## config.mk

```make
export PLATFORM = sky130hd
export DESIGN_NAME = periodic_task_slot_scheduler
export DESIGN_NICKNAME = d
export VERILOG_FILES = /design/src/rtl/core/ptss_pkg.sv /design/src/rtl/core/periodic_task_slot_scheduler.sv
export VERILOG_INCLUDE_DIRS = /design/src /design/src/rtl/core
export SDC_FILE = /design/constraint.sdc
export NUM_CORES = 1
export LEC_CHECK = 0
export BUFFER_PORTS_ARGS = -buffer_cell sky130_fd_sc_hd__buf_2
export CAP_MARGIN = 15
export CORE_ASPECT_RATIO = 0.75
export CORE_MARGIN = 8
export CORE_UTILIZATION = 40
export DETAILED_ROUTE_END_ITERATION = 10
export PLACE_DENSITY = 0.53
export SETUP_SLACK_MARGIN = 0.02
export SYNTH_ARGS = -nofsm -noshare
export SYNTH_HDL_FRONTEND = slang
export SYNTH_SLANG_ARGS = --single-unit
```

## constraint.sdc

```tcl
create_clock -name aclk -period 10.05 [get_ports aclk]
set_input_delay 0.5025 -clock aclk [delete_from_list [all_inputs] [get_ports aclk]]
set_output_delay 0.5025 -clock aclk [all_outputs]
set_load 0.02 [all_outputs]
```

## src/rtl/core/periodic_task_slot_scheduler_defines.svh

```systemverilog
// Assertion macros for the periodic task slot scheduler.
`ifndef PERIODIC_TASK_SLOT_SCHEDULER_DEFINES_SVH
`define PERIODIC_TASK_SLOT_SCHEDULER_DEFINES_SVH

`ifndef ASSERT_OFF
// Check under reset gating on aclk/aresetn.
`define PTSS_ASSERT(lbl, prop, msg) \
    lbl: assert property (@(posedge aclk) disable iff (!aresetn) prop) else $error(msg);
// Check that also holds while reset is asserted.
`define PTSS_ASSERT_ALWAYS(lbl, prop, msg) \
    lbl: assert property (@(posedge aclk) prop) else $error(msg);
`else
`define PTSS_ASSERT(lbl, prop, msg)
`define PTSS_ASSERT_ALWAYS(lbl, prop, msg)
`endif

`endif

```

## src/rtl/core/ptss_pkg.sv

```systemverilog
package ptss_pkg;

    // Command codes (s_tuser)
    localparam logic [1:0] CMD_TICK     = 2'd0;
    localparam logic [1:0] CMD_DISPATCH = 2'd1;
    localparam logic [1:0] CMD_CREATE   = 2'd2;
    localparam logic [1:0] CMD_DELETE   = 2'd3;

    // Task types on create
    localparam logic [1:0] TYPE_CYCLE   = 2'd0;
    localparam logic [1:0] TYPE_HANDLER = 2'd1;
    localparam logic [1:0] TYPE_ONCE    = 2'd2;
    // create type outside the legal range
    localparam logic [1:0] TYPE_BAD     = 2'd3;

    // Slot modes
    typedef logic [2:0] mode_t;
    localparam mode_t MODE_DEL     = 3'd0;
    localparam mode_t MODE_CYCLE   = 3'd1;
    localparam mode_t MODE_HANDLER = 3'd2;
    localparam mode_t MODE_ONCE    = 3'd3;
    localparam mode_t MODE_READY   = 3'd4;

    // Result kinds (m_tuser)
    localparam logic EV_RUN  = 1'b0;
    localparam logic EV_DONE = 1'b1;

    // Port widths
    localparam int S_TDATA_W = 40;
    localparam int S_TUSER_W = 2;
    localparam int M_TDATA_W = 24;
    localparam int M_TUSER_W = 1;

    localparam int HANDLE_W = 16;
    localparam int PERIOD_W = 16;
    localparam int CD_W     = 17;
    localparam int SLOT_W   = 3;

endpackage

```

## src/rtl/core/periodic_task_slot_scheduler.sv

```systemverilog
// Each command is accepted while idle; the single slot-update unit then walks the slots
//   in order, up to the in-use count (all SLOTS for a create, none for a bad create type),
//   stopping where a create or delete finds its slot, and the finish state registers the result.
// s_tready is high only while idle; output stalls on m_tready hold the slot walk in place.
// Reset (aresetn low, synchronous): all slots free and deleted, in-use count zero, no result.
module periodic_task_slot_scheduler #(
    parameter int SLOTS = 8
) (
    input  logic                              aclk,
    input  logic                              aresetn,
    input  logic                              s_tvalid,
    output logic                              s_tready,
    // [15:0] task_handle, [31:16] period, [33:32] task_type, [39:34] zero
    input  logic [ptss_pkg::S_TDATA_W-1:0]    s_tdata,
    // [1:0] cmd
    input  logic [ptss_pkg::S_TUSER_W-1:0]    s_tuser,
    output logic                              m_tvalid,
    input  logic                              m_tready,
    // [15:0] run_handle, [18:16] slot_index, [19] success, [23:20] zero
    output logic [ptss_pkg::M_TDATA_W-1:0]    m_tdata,
    // [0] event_res
    output logic [ptss_pkg::M_TUSER_W-1:0]    m_tuser,
    output logic                              m_tlast
);
    import ptss_pkg::*;

    localparam int IW = (SLOTS > 1) ? $clog2(SLOTS) : 1;
    localparam int CW = $clog2(SLOTS + 1);

    localparam logic [1:0] ST_IDLE = 2'd0;
    localparam logic [1:0] ST_WALK = 2'd1;
    localparam logic [1:0] ST_FIN  = 2'd2;

    // Slot table
    logic                valid_reg  [SLOTS];
    mode_t               mode_reg   [SLOTS];
    logic [HANDLE_W-1:0] handle_reg [SLOTS];
    logic [CD_W-1:0]     cd_reg     [SLOTS];
    logic [PERIOD_W-1:0] period_reg [SLOTS];

    // Sequencer and command latch
    logic [1:0]          state_reg, state_next;
    logic [IW-1:0]       idx_reg, idx_next;
    logic [CW-1:0]       end_reg, end_next;
    logic [CW-1:0]       siu_reg, siu_next;
    logic [1:0]          cmd_reg, cmd_next;
    logic [HANDLE_W-1:0] hdl_reg, hdl_next;
    logic [PERIOD_W-1:0] per_reg, per_next;
    logic [1:0]          typ_reg, typ_next;
    logic                ok_reg, ok_next;
    logic [IW-1:0]       where_reg, where_next;

    // Output register
    logic                mv_reg, mv_next;
    logic                mev_reg, mev_next;
    logic [HANDLE_W-1:0] mhdl_reg, mhdl_next;
    logic [SLOT_W-1:0]   mslot_reg, mslot_next;
    logic                mok_reg, mok_next;
    logic                mlast_reg, mlast_next;

    // Slot write port
    logic                we_valid, valid_d;
    logic                we_mode;
    mode_t               mode_d;
    logic                we_cd;
    logic [CD_W-1:0]     cd_d;
    logic                we_cfg;

    logic                out_free;
    logic                last_step;
    logic                found;
    logic [CD_W-1:0]     cd_dec;
    mode_t               cur_mode;
    logic [1:0]          in_typ;
    logic [CW-1:0]       in_end;

    assign s_tready  = (state_reg == ST_IDLE);
    assign out_free  = !mv_reg || m_tready;
    assign cur_mode  = mode_reg[idx_reg];
    assign cd_dec    = cd_reg[idx_reg] - CD_W'(1);
    assign last_step = (CW'(idx_reg) + CW'(1)) == end_reg;
    assign in_typ    = s_tdata[33:32];

    // Walk length fixed at accept
    always_comb begin
        if (s_tuser == CMD_CREATE) begin
            in_end = (in_typ == TYPE_BAD) ? '0 : CW'(SLOTS);
        end else begin
            in_end = siu_reg;
        end
    end

    // Sequencer and slot update unit
    always_comb begin
        state_next = state_reg;
        idx_next   = idx_reg;
        end_next   = end_reg;
        siu_next   = siu_reg;
        cmd_next   = cmd_reg;
        hdl_next   = hdl_reg;
        per_next   = per_reg;
        typ_next   = typ_reg;
        ok_next    = ok_reg;
        where_next = where_reg;

        mv_next    = mv_reg && !m_tready;
        mev_next   = mev_reg;
        mhdl_next  = mhdl_reg;
        mslot_next = mslot_reg;
        mok_next   = mok_reg;
        mlast_next = mlast_reg;

        we_valid = 1'b0;
        valid_d  = 1'b0;
        we_mode  = 1'b0;
        mode_d   = MODE_DEL;
        we_cd    = 1'b0;
        cd_d     = '0;
        we_cfg   = 1'b0;
        found    = 1'b0;

        case (state_reg)
            ST_IDLE: begin
                if (s_tvalid) begin
                    cmd_next   = s_tuser;
                    hdl_next   = s_tdata[15:0];
                    per_next   = s_tdata[31:16];
                    typ_next   = in_typ;
                    idx_next   = '0;
                    ok_next    = 1'b0;
                    where_next = '0;
                    end_next   = in_end;
                    state_next = (in_end == '0) ? ST_FIN : ST_WALK;
                end
            end
            ST_WALK: begin
                if (out_free) begin
                    case (cmd_reg)
                        CMD_TICK: begin
                            if ((cur_mode == MODE_HANDLER || cur_mode == MODE_CYCLE)
                                && cd_reg[idx_reg] != '0) begin
                                we_cd = 1'b1;
                                if (cd_dec == '0) begin
                                    cd_d = {1'b0, period_reg[idx_reg]};
                                    if (cur_mode == MODE_HANDLER) begin
                                        mv_next    = 1'b1;
                                        mev_next   = EV_RUN;
                                        mhdl_next  = handle_reg[idx_reg];
                                        mslot_next = SLOT_W'(idx_reg);
                                        mok_next   = 1'b0;
                                        mlast_next = 1'b0;
                                    end else begin
                                        we_mode = 1'b1;
                                        mode_d  = MODE_READY;
                                    end
                                end else begin
                                    cd_d = cd_dec;
                                end
                            end
                        end
                        CMD_DISPATCH: begin
                            if (cur_mode == MODE_READY ||
                                (cur_mode == MODE_ONCE && valid_reg[idx_reg])) begin
                                we_mode    = 1'b1;
                                mode_d     = (cur_mode == MODE_READY) ? MODE_CYCLE : MODE_DEL;
                                mv_next    = 1'b1;
                                mev_next   = EV_RUN;
                                mhdl_next  = handle_reg[idx_reg];
                                mslot_next = SLOT_W'(idx_reg);
                                mok_next   = 1'b0;
                                mlast_next = 1'b0;
                            end
                        end
                        CMD_CREATE: begin
                            if (!valid_reg[idx_reg]) begin
                                found    = 1'b1;
                                we_valid = 1'b1;
                                valid_d  = 1'b1;
                                we_cfg   = 1'b1;
                                we_cd    = 1'b1;
                                cd_d     = {1'b0, per_reg} + CD_W'(1);
                                we_mode  = 1'b1;
                                case (typ_reg)
                                    TYPE_CYCLE:   mode_d = MODE_CYCLE;
                                    TYPE_HANDLER: mode_d = MODE_HANDLER;
                                    default:      mode_d = MODE_ONCE;
                                endcase
                                ok_next    = 1'b1;
                                where_next = idx_reg;
                                if (siu_reg <= CW'(idx_reg)) begin
                                    siu_next = CW'(idx_reg) + CW'(1);
                                end
                            end
                        end
                        default: begin
                            // delete: lowest valid slot with a matching handle
                            if (valid_reg[idx_reg] && handle_reg[idx_reg] == hdl_reg) begin
                                found      = 1'b1;
                                we_valid   = 1'b1;
                                valid_d    = 1'b0;
                                we_mode    = 1'b1;
                                mode_d     = MODE_DEL;
                                ok_next    = 1'b1;
                                where_next = idx_reg;
                                if (CW'(idx_reg) + CW'(1) == siu_reg) begin
                                    siu_next = siu_reg - CW'(1);
                                end
                            end
                        end
                    endcase
                    if (found || last_step) begin
                        state_next = ST_FIN;
                    end else begin
                        idx_next = idx_reg + IW'(1);
                    end
                end
            end
            ST_FIN: begin
                if (out_free) begin
                    mv_next    = 1'b1;
                    mev_next   = EV_DONE;
                    mhdl_next  = (cmd_reg == CMD_CREATE || cmd_reg == CMD_DELETE) ?
                                 hdl_reg : '0;
                    mslot_next = SLOT_W'(where_reg);
                    mok_next   = ok_reg;
                    mlast_next = 1'b1;
                    state_next = ST_IDLE;
                end
            end
            default: begin
                state_next = ST_IDLE;
            end
        endcase
    end

    // Control registers
    always_ff @(posedge aclk) begin
        if (!aresetn) begin
            state_reg <= ST_IDLE;
            siu_reg   <= '0;
            mv_reg    <= 1'b0;
        end else begin
            state_reg <= state_next;
            siu_reg   <= siu_next;
            mv_reg    <= mv_next;
        end
    end

    // Datapath registers
    always_ff @(posedge aclk) begin
        idx_reg   <= idx_next;
        end_reg   <= end_next;
        cmd_reg   <= cmd_next;
        hdl_reg   <= hdl_next;
        per_reg   <= per_next;
        typ_reg   <= typ_next;
        ok_reg    <= ok_next;
        where_reg <= where_next;
        mev_reg   <= mev_next;
        mhdl_reg  <= mhdl_next;
        mslot_reg <= mslot_next;
        mok_reg   <= mok_next;
        mlast_reg <= mlast_next;
    end

    // Slot state: valid and mode cleared on reset
    always_ff @(posedge aclk) begin
        if (!aresetn) begin
            for (int i = 0; i < SLOTS; i++) begin
                valid_reg[i] <= 1'b0;
                mode_reg[i]  <= MODE_DEL;
            end
        end else begin
            if (we_valid) begin
                valid_reg[idx_reg] <= valid_d;
            end
            if (we_mode) begin
                mode_reg[idx_reg] <= mode_d;
            end
        end
    end

    // Slot payload: written before any read by create
    always_ff @(posedge aclk) begin
        if (we_cd) begin
            cd_reg[idx_reg] <= cd_d;
        end
        if (we_cfg) begin
            handle_reg[idx_reg] <= hdl_reg;
            period_reg[idx_reg] <= per_reg;
        end
    end

    // Result channel
    assign m_tvalid = mv_reg;
    assign m_tdata  = {4'b0000, mok_reg, mslot_reg, mhdl_reg};
    assign m_tuser  = mev_reg;
    assign m_tlast  = mlast_reg;

`include "periodic_task_slot_scheduler_defines.svh"

    `PTSS_ASSERT(a_siu_bound, siu_reg <= CW'(SLOTS), "in-use count exceeds slot count")
    `PTSS_ASSERT(a_last_is_done, m_tvalid |-> (m_tlast == m_tuser[0]), "tlast/kind mismatch")
    `PTSS_ASSERT(a_ok_only_last, (m_tvalid && m_tdata[19]) |-> m_tlast, "success on run event")
    `PTSS_ASSERT(a_busy_after_in, (s_tvalid && s_tready) |=> !s_tready, "ready after transfer")

endmodule

```

Word level (Yosys, flattened, before mapping)
Memories as Yosys holds them, arrays and structs flattened. A register that Yosys moved wholly into a read port is not among the register bits.
Index checks and enable logic that the tools add are counted.
{ "totals": {"ff_bits": 75, "ramBits": 424, "input_bits": 46, "output_inout_bits": 28, "n_memories": 5} }
{ "mem_list": {"columns": ["memory", "depth", "width", "read_ports", "rd_ports_with_merged_regs", "write_ports", "line_no", "text"], "rows": [
  ["cd_reg", 8, 17, 1, 1, 1, "periodic_task_slot_scheduler.sv:38", "logic [CD_W-1:0] cd_reg [SLOTS];"],
  ["handle_reg", 8, 16, 1, 1, 1, "periodic_task_slot_scheduler.sv:37", "logic [HANDLE_W-1:0] handle_reg [SLOTS];"],
  ["period_reg", 8, 16, 1, 1, 1, "periodic_task_slot_scheduler.sv:39", "logic [PERIOD_W-1:0] period_reg [SLOTS];"],
  ["mode_reg", 8, 3, 1, 1, 8, "periodic_task_slot_scheduler.sv:36", "mode_t mode_reg [SLOTS];"],
  ["valid_reg", 8, 1, 1, 1, 8, "periodic_task_slot_scheduler.sv:35", "logic valid_reg [SLOTS];"]
]} }
{ "op_classes": {"addsub": 5, "order_cmp": 1, "eq_ne": 30, "mux": 122, "n_bitwise": 1, "reduce_logical": 30} }
{ "ops": {"columns": ["cell", "n"], "rows": [
  ["$mux 16", 7],
  ["$mux 17", 5],
  ["$mux 3", 25],
  ["$pmux 16 s2", 2],
  ["$mux 1", 51],
  ["$pmux 17 s2", 1],
  ["$pmux 3 s2", 5],
  ["$mux 4", 6],
  ["$ne 3x3->1 const B", 6],
  ["$pmux 1 s2", 9],
  ["$add 16x1->17 const B", 1],
  ["$logic_not 17->1", 1],
  ["$reduce_bool 17->1", 1],
  ["$sub 17x1->17 const B", 1],
  ["$eq 16x16->1", 1],
  ["$ne 2x2->1 const B", 8],
  ["$mux 2", 6],
  ["$eq 2x2->1 const B", 5],
  ["$pmux 3 s3", 1],
  ["$eq 4x4->1", 2],
  ["$pmux 4 s2", 1],
  ["$reduce_and 4->1", 2],
  ["$reduce_and 8->1", 1],
  ["$reduce_bool 2->1", 4],
  ["24 further kinds", 37]
]} }

Depth between registers and ports, before layout
{ "logic_depth": {"ltp_word": 12, "ltp_mapped": 14, "ltp_nobuf": 10} }

Worst setup path after synthesis
OpenSTA, ideal clock, no wires.
{ "synth_timing": {"path_kind": "register to register", "startpoint": "reg (tool-made name)", "endpoint": "reg mlast_reg (netlist: m_tlast), enable pin", "setup_ns": 0.412, "arrival_ns": 4.116, "path_slack_ns": 5.522, "stages_incl_launch_ff": 14, "n_path_buf": 5, "cell_sequence": "dfxtp_1 > buf_6 > buf_12 > buf_4 > buf_2 > mux2i_1 > ha_1 > nand4_2 > nor4_2 > o211ai_1 > a211oi_2 > buf_6 > nand3_1 > a31oi_1"} }
{ "synth_lines": {"columns": ["item", "line_no", "text"], "rows": [
  ["end signal: assignment", "periodic_task_slot_scheduler.sv:263", "mlast_reg <= mlast_next;"],
  ["end: declaration", "periodic_task_slot_scheduler.sv:59", "logic mlast_reg, mlast_next;"]
]} }

==> impl_metrics.py <==
metrics = {
    "clock_tree": {
        "cts_tree": "yes",
        "cts_sinks": 502,
        "cts.path.max_buffers": 3,
        "cts_hold_buf": 0,
        "ctsHtreeMaxLevel": 2,
        "cts_resized": 0,
        "clock_latency_ps": 580,
        "cts-root-buf": "clkbuf_16",
        "postCtsSetupRepairBufs": 0,
        "cts_made_buffers": 52,
        "clk_pin_slew_ps": 60,
    },
    "logic_synthesis": {
        "synthDistinctLibCells": 83,
        "synthCells": 1244,
        "seq_area_frac_synth_pct": 69.6,
        "yosys_warnings": 0,
        "ys_seq_elements": 502,
        "syn-cell-area_sq_um": 21400,
        "ys.flop_type": "edfxtp_1",
        "synth_edf_count": 484,
        "syn_area_per_cell_sq_um": 17.2,
        "async_flop_share_pct": 0,
    },
    "timing": {
        "grt_setup_unrepaired": "false",
        "period_share_pct": 53.6,
        "finalSetupTns_ps": 0,
        "tightest_slew_ps": 968,
        "fmax_ghz": 0.185,
        "hold_viol": 0,
        "finalClockSkew_ps": 20.4,
        "timing.slew.headroom_pct": 35.5,
        "finalSetupViolations": 0,
        "slew_viol_final": 0,
        "fin_crit_ps": 5390,
    },
    "power": {
        "p_switching_mw": 1.61,
        "power_frac_seq_pct": 46.0,
        "p_int_mw": 4.02,
        "switching_share_pct": 28.5,
        "pwr-share-comb_pct": 20.1,
        "powerDensity_nw_per_um2": 233,
        "peakVddDrop_mv": 0.166,
        "p_total_mw": 5.63,
        "power_leakage_nw": 7.55,
        "p_clk_share_pct": 33.9,
    },
    "detailed_routing": {
        "num_vias": 11300,
        "drtAntennaViolNets": 0,
        "drc": 0,
        "wl_microns": 49400,
        "detail_route.iter0.violations": 867,
        "viasPerCell": 5.41,
        "wl_per_cell_microns": 23.7,
        "first_pass_iters": 5,
    },
    "worst_setup_path": {
        "rr_endpoint": "mhdl_reg[10]$_DFFE_PP_",
        "cp_max_fo": 33,
        "critical_path_class": "flip-flop to flip-flop",
        "crit_arrival_ps": 5580,
        "ff2ff_setup_slack_ps": 4660,
        "r2r_cells": 10,
        "end_kind": "flip-flop",
        "cp-start-kind": "flip-flop",
        "cp.required_ps": 10240,
    },
    "worst_hold_path": {
        "hold_class": "primary input to flip-flop",
        "min_path_cells": 1,
        "hold_end": "per_reg[15]$_DFFE_PP_",
        "worst_hold_startpoint": "s_tdata[31]",
    },
    "die": {
        "die_y_microns": 216,
        "die_area_sq_um": 61200,
        "core_area_sq_um": 52900,
        "initial_utilization_pct": 40.4,
        "core.rowCount": 73,
        "die_w_microns": 283,
        "io_pins": 74,
    },
    "run_status": {
        "status": "complete, no violations",
    },
    "place": {
        "gp_congestion": 0.768,
        "port-buffer-count": 63,
        "dp_hpwl_microns": 30100,
    },
    "final_layout": {
        "drive_above_1_share_pct": 22.6,
        "multi_input_area_sq_um": 6140,
        "diodes": 0,
        "synthToLayoutAreaGrowth_pct": 13.2,
        "seqCellArea_sq_um": 14900,
        "n_fill_cell": 4525,
        "largest_reg_flops": 136,
        "final_nets": 1386,
    },
    "flow_run": {
        "drv_cap": 0,
    },
    "grt": {
        "grt_max_degree": 52,
        "grt_use_total_pct": 15.8,
        "grt_pass1_wl_microns": 74600,
        "grt_pass1_vias": 11500,
        "overflow": 0,
        "antenna_found_initial": 0,
    },
}
[cells in the mapped netlist, drive strengths merged (12+ instances only)]
master  number  area (sq um)
a21oi       23           119
a22o        15           131
buf         42           314
clkbuf      22          82.6
dfxtp       18           360
edfxtp     484         14500
inv         14          52.6
mux2        21           236
mux2i       75           762
mux4        88          2020
nand2       65           244
nand3       27           148
nor2        67           274
nor2b       18           113
nor3        20           121
o21ai       50           254
o31ai       12           104
xnor2       21           184
xor2        18           158
[power by group through the flow]
| stage | Combinational, mW | Sequential, mW | Clock [mW] |
|---|---|---|---|
| floorplan | 0.872 | 2.56 | 0 |
| global placement | 1.14 | 2.63 | 0 |
| detailed placement | 1.15 | 2.64 | 0 |
| CTS | 1.15 | 2.59 | 1.95 |
| global route | 1.22 | 2.61 | 2.04 |
| finish | 1.13 | 2.59 | 1.91 |
[critical path, stage by stage (launching register included)]
cell	delay [ps]
dfxtp_4	780
buf_4	660
mux4_1	640
mux2i_1	550
nand4_2	320
nor4_2	360
o211ai_1	170
a211oi_2	220
buf_4	280
nand3_1	160
a31oi_4	820
[layout make-up]
class                   instances  area share (%)
clock buffers                  66            5.77
clock inverters                31            1.20
inverters                      14           0.217
multi-input cells             667            25.3
repair buffers                 92            2.20
well taps                     712            3.68
flip-flops and latches        502            61.6
[routing by layer]
metal / track usage, % / vias to the layer above / wire, microns
li1: - / 5151 / -
met1: 23.0 / 5806 / 23500
met5: 0 / - / 0
met2: 25.0 / 263 / 22700
met4: 3.25 / 0 / 840
met3: 2.70 / 64 / 2320
[cell families after synthesis]
| group | count (synthesis) | synth area share, % |
|---|---|---|
| flops | 502 | 69.6 |
| simple gates | 263 | 6.49 |
| mux | 184 | 14.1 |
| compound gates | 166 | 5.39 |
| buf+inv | 78 | 2.10 |
| xor+xnor | 39 | 1.60 |
| fa+ha+maj | 11 | 0.644 |
| other cells | 1 | 0.0175 |
[layout by cell type (no fill, tap or decap), drive strengths merged, types with 3 or more instances in the layout]
cell | netlist | routed
mux4 | 88 | 88
edfxtp | 484 | 484
and2 | 11 | 11
xnor2 | 21 | 21
mux2 | 21 | 21
xor2 | 18 | 18
nor2 | 67 | 67
buf | 42 | 92
ha | 11 | 11
or3 | 11 | 11
inv | 14 | 16
o211ai | 6 | 6
dfxtp | 18 | 18
conb | 1 | 4
nor4 | 5 | 5
mux2i | 75 | 75
a211oi | 3 | 3
nor3b | 4 | 4
and3 | 9 | 9
a21oi | 23 | 23
a22oi | 6 | 6
o21bai | 8 | 8
nand2 | 65 | 65
o22ai | 10 | 10
o21ai | 50 | 50
nor2b | 18 | 18
or4 | 3 | 3
nand2b | 11 | 11
nor3 | 20 | 20
o2111ai | 3 | 3
a31oi | 8 | 8
clkinvlp | 0 | 3
clkbuf | 22 | 66
nand3 | 27 | 27
clkinv | 0 | 21
o31ai | 12 | 12
nand4 | 6 | 6
a22o | 15 | 15
bufinv | 0 | 5
[per-stage QoR]
step / hold WS [ps] / instances / worst slack [ps] / cell area, sq um / utilization, %
3_3_place_gp: 446 / 1986 / 4550 / 22500 / 42.6
6_report: 96.3 / 2084 / 4660 / 24200 / 45.8
5_1_grt: 58.3 / 2084 / 4250 / 24200 / 45.8
2_1_floorplan: 435 / 1247 / 5520 / 21400 / -
4_1_cts: 62.0 / 2083 / 4520 / 24200 / 45.8
3_5_place_dp: 457 / 1986 / 4530 / 22500 / 42.6
[how the worst max path moves through the flow]
| stage | startpoint | end | slack [ps] |
|---|---|---|---|
| after global placement | flip-flop | mhdl_reg[1]$_DFFE_PP_ | 4550 |
| after global routing | flip-flop | mhdl_reg[3]$_DFFE_PP_ | 4250 |
| after floorplan | flip-flop | m_tlast$_DFFE_PP_ | 5520 |
| after detailed placement | flip-flop | mhdl_reg[4]$_DFFE_PP_ | 4530 |
| final | flip-flop | mhdl_reg[10]$_DFFE_PP_ | 4660 |
| after CTS | flip-flop | mhdl_reg[3]$_DFFE_PP_ | 4520 |
Note: power is estimated with default switching activity, not from simulation.
